[config.mk]
export PLATFORM = sky130hd
export DESIGN_NAME = fixed_block_free_list_allocator
export DESIGN_NICKNAME = d
export VERILOG_FILES = /design/src/rtl/core/fbfl_pkg.sv /design/src/rtl/core/fbfl_ram.sv /design/src/rtl/core/fbfl_ctrl.sv /design/src/rtl/core/fbfl_dp.sv /design/src/rtl/core/fixed_block_free_list_allocator.sv
export SDC_FILE = /design/constraint.sdc
export NUM_CORES = 2
export LEC_CHECK = 0
export BUFFER_PORTS_ARGS = -buffer_cell sky130_fd_sc_hd__buf_2
export CAP_MARGIN = 20
export CORE_UTILIZATION = 50
export DETAILED_ROUTE_END_ITERATION = 10
export GPL_ROUTABILITY_DRIVEN = 0
export GPL_TIMING_DRIVEN = 0
export PLACE_DENSITY = 0.67
export SLEW_MARGIN = 20
export SYNTH_ARGS = -nofsm -noshare
export SYNTH_HDL_FRONTEND = slang
export SYNTH_SLANG_ARGS = --single-unit
[constraint.sdc]
create_clock -name clk -period 6.2 [get_ports clk]
set_input_delay 0.93 -clock clk [delete_from_list [all_inputs] [get_ports clk]]
set_output_delay 0.93 -clock clk [all_outputs]
set_load 0.1 [all_outputs]
[src/rtl/core/fbfl_pkg.sv]
// Shared types, constants and helpers of the fixed-block free-list allocator.
`default_nettype none

package fbfl_pkg;

    localparam int NUM_BLOCKS = 256;
    localparam int IDX_W      = $clog2(NUM_BLOCKS);
    localparam int LINK_W     = IDX_W + 1;
    localparam int POOL_W     = 9;

    typedef logic [IDX_W-1:0]  idx_t;
    typedef logic [LINK_W-1:0] link_t;
    typedef logic [POOL_W-1:0] pool_t;

    // Link value that ends the chain
    localparam link_t NULL_LINK = LINK_W'(NUM_BLOCKS);
    localparam pool_t POOL_MAX  = POOL_W'(NUM_BLOCKS);
    localparam pool_t POOL_RST  = POOL_W'(256);

    typedef enum logic [1:0] {
        KIND_ALLOC       = 2'd0,
        KIND_RELEASE     = 2'd1,
        KIND_RELEASE_ALL = 2'd2
    } kind_t;

    typedef enum logic [1:0] {
        STAT_OK    = 2'd0,
        STAT_EMPTY = 2'd1,
        STAT_RANGE = 2'd2
    } stat_t;

    typedef enum logic {
        ST_IDLE = 1'b0,
        ST_EXEC = 1'b1
    } state_t;

    typedef struct packed {
        logic capture;
        logic execute;
    } dp_cmd_t;

    // Pool size after a rebuild: zero counts as one, clamp at the pool depth
    function automatic pool_t clamp_pool(input pool_t req);
        pool_t res;
        res = req;
        if (req == '0)
        begin
            res = POOL_W'(1);
        end
        else if (req > POOL_MAX)
        begin
            res = POOL_MAX;
        end
        return res;
    endfunction

endpackage

`default_nettype wire

[src/rtl/core/fbfl_ram.sv]
// Generic single-write, single-read RAM with registered read data.
`default_nettype none

module fbfl_ram #(
    parameter int WIDTH = 8,
    parameter int DEPTH = 256
) (
    input  wire logic                     clk,
    input  wire logic                     we,
    input  wire logic [$clog2(DEPTH)-1:0] waddr,
    input  wire logic [WIDTH-1:0]         wdata,
    input  wire logic [$clog2(DEPTH)-1:0] raddr,
    output logic      [WIDTH-1:0]         rdata
);

    logic [WIDTH-1:0] mem [DEPTH];

    always_ff @(posedge clk)
    begin
        if (we)
        begin
            mem[waddr] <= wdata;
        end
        rdata <= mem[raddr];
    end

endmodule

`default_nettype wire

[src/rtl/core/fbfl_ctrl.sv]
// Control state machine: input/output handshakes and datapath sequencing.
`default_nettype none

module fbfl_ctrl
    import fbfl_pkg::*;
(
    input  wire logic    clk,
    input  wire logic    rst_n,
    input  wire logic    s_tvalid,
    output logic         s_tready,
    output logic         m_tvalid,
    input  wire logic    m_tready,
    output dp_cmd_t      cmd
);

    state_t state_reg;
    state_t state_next;
    logic   m_valid_reg;
    logic   m_valid_next;

    always_ff @(posedge clk or negedge rst_n)
    begin
        if (!rst_n)
        begin
            state_reg   <= ST_IDLE;
            m_valid_reg <= 1'b0;
        end
        else
        begin
            state_reg   <= state_next;
            m_valid_reg <= m_valid_next;
        end
    end

    always_comb
    begin
        state_next   = state_reg;
        m_valid_next = m_valid_reg && !m_tready;
        s_tready     = 1'b0;
        cmd          = '0;
        case (state_reg)
            ST_IDLE:
            begin
                // take a new beat once the result slot is free or draining
                s_tready    = !m_valid_reg || m_tready;
                cmd.capture = s_tvalid && s_tready;
                if (cmd.capture)
                begin
                    state_next = ST_EXEC;
                end
            end
            ST_EXEC:
            begin
                cmd.execute  = 1'b1;
                m_valid_next = 1'b1;
                state_next   = ST_IDLE;
            end
            default:
            begin
                state_next = ST_IDLE;
            end
        endcase
    end

    assign m_tvalid = m_valid_reg;

endmodule

`default_nettype wire

[src/rtl/core/fbfl_dp.sv]
// Datapath: head, link memory with lazy-init valid bits, pool size, result registers.
`default_nettype none

module fbfl_dp
    import fbfl_pkg::*;
(
    input  wire logic              clk,
    input  wire logic              rst_n,
    input  wire dp_cmd_t           cmd,
    input  wire logic              cfg_we,
    input  wire logic [POOL_W-1:0] cfg_wdata,
    input  wire logic [1:0]        in_kind,
    input  wire logic [IDX_W-1:0]  in_index,
    output logic      [IDX_W-1:0]  out_grant,
    output logic      [1:0]        out_status
);

    pool_t                 pool_size_reg;
    pool_t                 active_reg;
    pool_t                 active_next;
    link_t                 head_reg;
    link_t                 head_next;
    logic [NUM_BLOCKS-1:0] valid_reg;
    logic [NUM_BLOCKS-1:0] valid_next;
    kind_t                 kind_reg;
    idx_t                  idx_reg;
    idx_t                  grant_reg;
    idx_t                  grant_next;
    stat_t                 status_reg;
    stat_t                 status_next;

    logic  ram_we;
    link_t ram_rdata;
    link_t dflt_link;
    link_t link_val;
    link_t head_inc;

    fbfl_ram #(
        .WIDTH (LINK_W),
        .DEPTH (NUM_BLOCKS)
    ) u_link_ram (
        .clk   (clk),
        .we    (ram_we),
        .waddr (idx_reg),
        .wdata (head_reg),
        .raddr (head_reg[IDX_W-1:0]),
        .rdata (ram_rdata)
    );

    // Unwritten entries read as the rebuilt chain i -> i+1
    assign head_inc  = LINK_W'(head_reg[IDX_W-1:0]) + LINK_W'(1);
    assign dflt_link = (POOL_W'(head_inc) < active_reg) ? head_inc : NULL_LINK;
    assign link_val  = valid_reg[head_reg[IDX_W-1:0]] ? ram_rdata : dflt_link;

    always_ff @(posedge clk or negedge rst_n)
    begin
        if (!rst_n)
        begin
            pool_size_reg <= POOL_RST;
            active_reg    <= clamp_pool(POOL_RST);
            head_reg      <= '0;
            valid_reg     <= '0;
        end
        else
        begin
            if (cfg_we)
            begin
                pool_size_reg <= cfg_wdata;
            end
            active_reg <= active_next;
            head_reg   <= head_next;
            valid_reg  <= valid_next;
        end
    end

    always_ff @(posedge clk)
    begin
        if (cmd.capture)
        begin
            kind_reg <= kind_t'(in_kind);
            idx_reg  <= in_index;
        end
        if (cmd.execute)
        begin
            grant_reg  <= grant_next;
            status_reg <= status_next;
        end
    end

    always_comb
    begin
        active_next = active_reg;
        head_next   = head_reg;
        valid_next  = valid_reg;
        grant_next  = '0;
        status_next = STAT_OK;
        ram_we      = 1'b0;
        if (cmd.execute)
        begin
            case (kind_reg)
                KIND_ALLOC:
                begin
                    if (POOL_W'(head_reg) >= active_reg)
                    begin
                        status_next = STAT_EMPTY;
                    end
                    else
                    begin
                        grant_next = head_reg[IDX_W-1:0];
                        head_next  = link_val;
                    end
                end
                KIND_RELEASE:
                begin
                    if (POOL_W'(idx_reg) >= active_reg)
                    begin
                        status_next = STAT_RANGE;
                    end
                    else
                    begin
                        ram_we              = 1'b1;
                        valid_next[idx_reg] = 1'b1;
                        head_next           = LINK_W'(idx_reg);
                    end
                end
                KIND_RELEASE_ALL:
                begin
                    active_next = clamp_pool(pool_size_reg);
                    valid_next  = '0;
                    head_next   = '0;
                end
                default:
                begin
                    status_next = STAT_OK;
                end
            endcase
        end
    end

    assign out_grant  = grant_reg;
    assign out_status = status_reg;

endmodule

`default_nettype wire

[src/rtl/core/fixed_block_free_list_allocator.sv]
// Top level of the fixed-block pool allocator with a LIFO free list.
//
//  Channel  | Direction | Payload
//  ---------+-----------+-----------------------------------------------
//  s_axis   | in        | tuser = kind, tdata = block_index
//  m_axis   | out       | tuser = status, tdata = granted_index
//  cfg      | in        | cfg_wdata = pool_size, written when cfg_we is high
//
// Each beat is captured, with the head's link read from the link RAM
// (registered read), then executed: the head is updated and the result loaded.
// The result register frees the input side: a new beat is taken while the
// previous result is being accepted. Reset and release-all take effect at
// once; per-block valid bits stand in for the rebuilt chain, so no clearing
// pass runs. A stalled output holds its beat and blocks new input beats.
`default_nettype none

module fixed_block_free_list_allocator
    import fbfl_pkg::*;
(
    input  wire logic              clk,
    input  wire logic              rst_n,
    // configuration: pool_size
    input  wire logic              cfg_we,
    input  wire logic [POOL_W-1:0] cfg_wdata,
    // input beats
    input  wire logic              s_tvalid,
    output logic                   s_tready,
    input  wire logic [7:0]        s_tdata,   // [7:0] block_index
    input  wire logic [1:0]        s_tuser,   // [1:0] kind
    // result beats
    output logic                   m_tvalid,
    input  wire logic              m_tready,
    output logic      [7:0]        m_tdata,   // [7:0] granted_index
    output logic      [1:0]        m_tuser    // [1:0] status
);

    dp_cmd_t cmd;

    // sequence capture and execute, own both handshakes
    fbfl_ctrl u_ctrl (
        .clk      (clk),
        .rst_n    (rst_n),
        .s_tvalid (s_tvalid),
        .s_tready (s_tready),
        .m_tvalid (m_tvalid),
        .m_tready (m_tready),
        .cmd      (cmd)
    );

    // free list state and result registers
    fbfl_dp u_dp (
        .clk        (clk),
        .rst_n      (rst_n),
        .cmd        (cmd),
        .cfg_we     (cfg_we),
        .cfg_wdata  (cfg_wdata),
        .in_kind    (s_tuser),
        .in_index   (s_tdata[IDX_W-1:0]),
        .out_grant  (m_tdata[IDX_W-1:0]),
        .out_status (m_tuser)
    );

endmodule

`default_nettype wire

Word-level counts from Yosys, hierarchy flattened
Memory sizes are Yosys's and may differ from the RTL's. A register that Yosys moved wholly into a read port is not among the register bits.
Cells that the tools add are included.
{ "word_totals": {"ram_bits": 2304, "word_cells": 67, "ff_bits": 305, "in_bits": 24, "mem_count": 1, "output_inout_bits": 12} }
{ "mem_list": {"columns": ["name", "words", "width", "rd", "rd_ports_with_merged_regs", "wr", "line_no", "source"], "rows": [
  ["u_dp.u_link_ram.mem", 256, 9, 1, 1, 1, "fbfl_ram.sv:16", "logic [WIDTH-1:0] mem [DEPTH];"]
]} }
{ "classes": {"n_eq_ne": 4, "muxes": 27, "magnitude_cmp": 7, "n_reduce_logical": 14, "addsub": 1, "bitwise": 3} }
{ "op_table": {"columns": ["operator", "n"], "rows": [
  ["case mux 256 bit (2 select lines)", 1],
  ["2-to-1 mux 256 bit", 1],
  ["OR 256 bit", 1],
  ["2-to-1 mux 9 bit", 6],
  ["case mux 9 bit (3 select lines)", 1],
  ["< comparator 8 x 9 -> 1 bit (second input constant)", 2],
  ["2-to-1 mux 1 bit", 13],
  ["adder 8 x 1 -> 9 bit (second input constant)", 1],
  [">= comparator 8 x 9 -> 1 bit", 1],
  [">= comparator 9 bit", 1],
  ["> comparator 9 bit (second input constant)", 1],
  ["logical NOT 9 bit", 1],
  ["< comparator 9 bit", 1],
  ["binary-select mux 1 bit (select 8 bit)", 1],
  ["demux 1 bit (select 8 bit)", 1],
  [">= comparator 8 x 1 -> 1 bit (second input constant)", 1],
  ["!= test 2 bit (second input constant)", 2],
  ["case mux 2 bit (2 select lines)", 1],
  ["AND reduction 4 bit", 1],
  ["logical AND 1 bit", 3],
  ["AND reduction 3 bit", 1],
  ["nonzero test 3 bit", 1],
  ["equality test 2 x 1 -> 1 bit (second input constant)", 1],
  ["equality test 2 bit (second input constant)", 1],
  ["9 further kinds", 11]
]} }

Depth between registers and ports, before layout
{ "depth": {"depth_word": 7, "depth_mapped": 15, "ltp_nobuf": 11} }

Modules after synthesis
From an unflattened synthesis, not the netlist that was laid out.
{ "unflattened": {"hier_cells": 5631, "area_unflattened_um2": 103694.5} }
{ "by_module_without_submodules": {"columns": ["module", "cells_each", "instances", "area_each_um2", "seq_area_each_um2"], "rows": [
  ["fbfl_ram", 4237, 1, 89278.1, 69366.5],
  ["fbfl_dp", 1386, 1, 14315.0, 7684.9],
  ["fbfl_ctrl", 8, 1, 101.3, 50.0]
]} }

Worst setup path before layout
No wires, ideal clock.
{ "synth_path": {"path_type": "flip-flop to flip-flop", "start": "register u_dp.head_reg[1]", "end": "register u_dp.u_link_ram.rdata[0] (read register of u_dp.u_link_ram.mem)", "setup_ns": 0.134, "period_less_slack_ns": 6.623, "required_time_ns": 6.066, "arrival_ns": 6.488, "path_stages_with_launch": 9, "slack_ns": -0.423, "n_path_buf": 4, "path_cell_list": "dfrtp_1 -> buf_2 -> buf_2 -> clkbuf_1 -> buf_1 -> mux4_2 -> mux4_2 -> mux4_2 -> mux4_2"} }
{ "synth_lines": {"columns": ["item", "line_no", "source"], "rows": [
  ["start, declared", "fbfl_dp.sv:21", "link_t head_reg;"],
  ["start signal, assigned", "fbfl_dp.sv:71", "head_reg <= head_next;"],
  ["end, declared", "fbfl_ram.sv:13", "output logic [WIDTH-1:0] rdata"]
]} }

==> results by group <==
Layout
  • Layout Area Growth over Synthesis: 13.2%
  • Non-Filler Cell Area, Final: 116000 sq um
  • Final net count: 5013
  • Flip-flop count of the largest register after layout: 2304
  • Ratio of cells with drive above 1 in the final layout: 29.2%
  • Number of fill cells: 14.6k

Global routing
  • Largest net degree at the start of global routing: 94
  • Wire length of the first global-routing pass: 392000 um
  • Remaining global-route overflow: 0
  • Total global-route track usage: 27.6%
  • Antenna violations before repair: 17
  • Vias in the first global route: 50.8k

Clock network
  • CTS tree: built
  • Max Root-Sink Buffers: 4
  • Total clock sinks: 2618
  • Register clock-pin slew on the reported worst setup and hold paths: 0.06 ns
  • Root Buffer Master: clkbuf_16
  • Clock latency reported for the late side of the worst-skew pair: 0.93 ns
  • Maximum level of the CTS H-tree: 5
  • Total clock buffers created by CTS: 274

Floorplan
  • Die Span X: 454 um
  • Site Rows: 165
  • Top-level port count: 36
  • Die footprint: 206000 sq um
  • Starting density of the core: 50.4%
  • Placeable core region: 203000 sq um
  • Die outline height: 454 um

Worst setup path
  • Most common cell type on the critical path: mux4_2
  • Capturing point of the worst reg2reg path: u_dp.u_link_ram.rdata[8]$_DFF_P_
  • Stages on worst setup path: 9
  • Delay-heaviest family, CP: buffers and inverters
  • Worst-case register-to-register setup slack: 0.05 ns
  • Worst EP required: 7.00 ns
  • Worst setup EP type: flop
  • Class of the most critical setup path: flop to flop
  • Cell chain of the critical path: buf_16 > buf_2 > buf_2 > clkbuf_1 > clkbuf_1 > mux4_2 > mux4_2 > mux4_2 > mux4_2
  • Top fanout value on the critical path: 55
  • Reg-to-reg critical path startpoint: u_dp.head_reg[1]$_DFFE_PN0P_
  • Sort of element at the start of the critical path: flop
  • Worst path arrival time: 6.94 ns
  • R2r worst-path depth: 9
  • Count of buffering cells on the critical path with inverters included: 5
  • Worst stage delay on the critical path: 0.95 ns
  • Standard cell with the maximum stage delay on the critical path: clkbuf_1

Route
  • DRC marker count from the first detailed-route iteration: 6931
  • Number of vias in the routed layout: 51.2k
  • Post-route ant nets: 0
  • Average wire length per cell after detail routing: 35.9 um
  • Mean number of vias per cell: 6.54
  • Total wire length after detailed routing: 281000 um
  • Number of DRC violations after detailed routing: 0
  • Pre-antenna DRT Iters: 6

STA
  • Maximum achievable frequency: 0.163 GHz
  • Post-route minimum period: 6.15 ns
  • Worst slew margin relative to its limit: 14.2%
  • Final-report max-slew violation count: 0
  • Final hold slack: 0.194 ns
  • Count of endpoints failing hold in the final timing report: 0
  • Setup skew after layout: 0.0549 ns
  • Final worst path period share: 99.1%
  • Final count of negative-setup-slack endpoints: 0
  • RSZ-0062 raised after global routing: false
  • Transition time of the tightest slew-check pin: 1.29 ns

Power and ir drop
  • Leakage power total: 37.3 nW
  • Worst IR drop on VDD: 385 uV
  • Power density over the cells: 424 nW/um^2

Logic synthesis
  • Total standard cell area after synthesis: 102000 sq um
  • Synth Instances: 4590
  • Number of nets produced by synthesis: 4644
  • Synthesis-stage register bit count: 2618
  • Proportion of synthesized chip area in sequential cells: 75.5%
  • Async SR Flop Fraction: 10.9%
  • Total number of yosys warnings: 0
  • Distinct cell type count after synthesis: 51
  • Post-Synthesis Mean Instance Area: 22.2 sq um
  • Top_reg_cell synth: edfxtp_1
  • Number of enable flip-flop cells after synthesis: 2324

Place
  • IO Port Bufs: 34
  • Area post-placement: 107000 sq um
  • Post-detail-place hpwl: 192000 um

Min path
  • Hold Path Depth: 1
  • Worst hold endpoint: u_dp.idx_reg[1]$_DFFE_PP_
  • HP Class: input pin to flop
  • Hold_sp: s_tdata[1]

Run status
  • Run status: finished clean

Run
  • Number of max-cap violations: 0
-- timing repair --
action | CTS | global route
hold buffers | 1 | 0
buffers inserted | 0 | 0
setup endpoints to repair | 0 | 9
hold endpoints to repair | 19 | 0
resized for setup | 0 | 1
-- how the worst max path moves through the flow --
stage | startpoint | slack, ns | end
finish | u_dp.head_reg[1]$_DFFE_PN0P_ | 0.05 | u_dp.u_link_ram.rdata[8]$_DFF_P_
global route | u_dp.head_reg[4]$_DFFE_PN0P_ | 0.09 | u_dp.head_reg[3]$_DFFE_PN0P_
CTS | u_dp.head_reg[0]$_DFFE_PN0P_ | 0.10 | u_dp.head_reg[7]$_DFFE_PN0P_
detailed placement | u_dp.head_reg[0]$_DFFE_PN0P_ | 0.11 | u_dp.head_reg[7]$_DFFE_PN0P_
global placement | u_dp.head_reg[3]$_DFFE_PN0P_ | -5.98 | u_dp.head_reg[3]$_DFFE_PN0P_
floorplan | u_dp.head_reg[4]$_DFFE_PN0P_ | 0.04 | u_dp.head_reg[1]$_DFFE_PN0P_
-- through the flow --
stage	TNS (ns)	utilization (%)	cells	setup WS [ns]	total power [mW]
finish	0	57.1	7833	0.0550	49.0
global route	0	57.1	7829	0.0913	50.0
CTS	0	56.9	7811	0.102	49.0
detailed placement	0	52.8	7344	0.113	33.5
global placement	-2887.70	52.1	7296	-5.98	33.5
floorplan	0	-	4590	0.0395	28.2
-- synthesized netlist by cell type (all sizes together) (7+ instances only) --
master  number  share of area, %
inv         21             0.077
o221ai       8             0.069
clkbuf     141              0.52
a21oi       11             0.054
nand2      101              0.37
nand2b      14             0.086
buf        121              0.55
edfxtp    2324                68
mux2i       17              0.17
dfrtp      283               6.9
dfxtp        9              0.18
mux4       832                18
nor3        14             0.069
nand3       15             0.074
and2        10             0.061
ha          30              0.37
o21a       260               1.9
o211ai       7             0.051
o21ai       20             0.098
nor3b        7             0.051
mux2        13              0.14
nor2       276               1.0
-- kinds of logic (layout without fill, tap and decap cells) --
| family | count (synthesis) | count (layout) | share of synthesized area, % |
|---|---|---|---|
| xor+xnor | 6 | 6 | 0.0515 |
| compound gates | 328 | 328 | 2.35 |
| other cells | 0 | 12 | 0 |
| fa+ha+maj | 30 | 30 | 0.368 |
| simple gates | 463 | 463 | 1.90 |
| flops | 2618 | 2618 | 75.5 |
| buf+inv | 283 | 842 | 1.15 |
| mux | 862 | 862 | 18.7 |
-- area by class of cell --
type / instances / area [sq um] / share of cell area [%]
Clock inverter: 102 / 900 / 0.779
Clock buffer: 364 / 7500 / 6.49
Multi-Input combinational cell: 1689 / 24100 / 20.8
Sequential cell: 2618 / 77100 / 66.8
Buffer: 261 / 1170 / 1.01
Tap cell: 2672 / 3340 / 2.89
Timing Repair Buffer: 94 / 1350 / 1.16
Inverter: 21 / 78.8 / 0.0682
Antenna cell: 12 / 30.0 / 0.0260
-- layout by cell type, fill, tap and decap left out, types with 9 or more instances in the layout --
cell type | netlist | routed
edfxtp_1 | 2324 | 2324
mux4_2 | 832 | 832
clkbuf_16 | 0 | 281
dfrtp_1 | 283 | 274
o21a_1 | 260 | 260
nor2_1 | 276 | 193
clkbuf_1 | 141 | 167
nand2_1 | 101 | 101
buf_2 | 50 | 98
nor2_2 | 0 | 83
clkinv_1 | 0 | 50
clkbuf_2 | 0 | 49
buf_1 | 64 | 41
ha_1 | 30 | 30
buf_16 | 0 | 30
clkinv_2 | 0 | 27
inv_1 | 21 | 21
o21ai_0 | 20 | 20
buf_4 | 2 | 17
mux2i_1 | 17 | 17
bufinv_16 | 0 | 17
clkbuf_8 | 0 | 16
nand3_1 | 15 | 15
nand2b_1 | 14 | 14
mux2_2 | 13 | 13
diode_2 | 0 | 12
nor3_1 | 14 | 12
buf_6 | 5 | 10
a21oi_1 | 11 | 10
and2_1 | 10 | 10
dfrtp_4 | 0 | 9
dfxtp_1 | 9 | 9
-- layer usage --
| metal | up-vias | routed length (um) | track usage [%] |
|---|---|---|---|
| met5 | - | 58 | 0 |
| met4 | 10 | 14000 | 12.4 |
| met3 | 614 | 31000 | 7.47 |
| met2 | 3028 | 131000 | 42.0 |
| met1 | 27600 | 105000 | 37.7 |
| li1 | 20000 | - | - |
-- power breakdown --
part,internal (mW),total (mW),switching (mW)
clock,9.17,15.7,6.54
combinational,4.68,12.3,7.65
sequential,20.6,21.0,0.372
total,34.4,49.0,14.6
No activity file was read; power rests on OpenSTA's default activity.
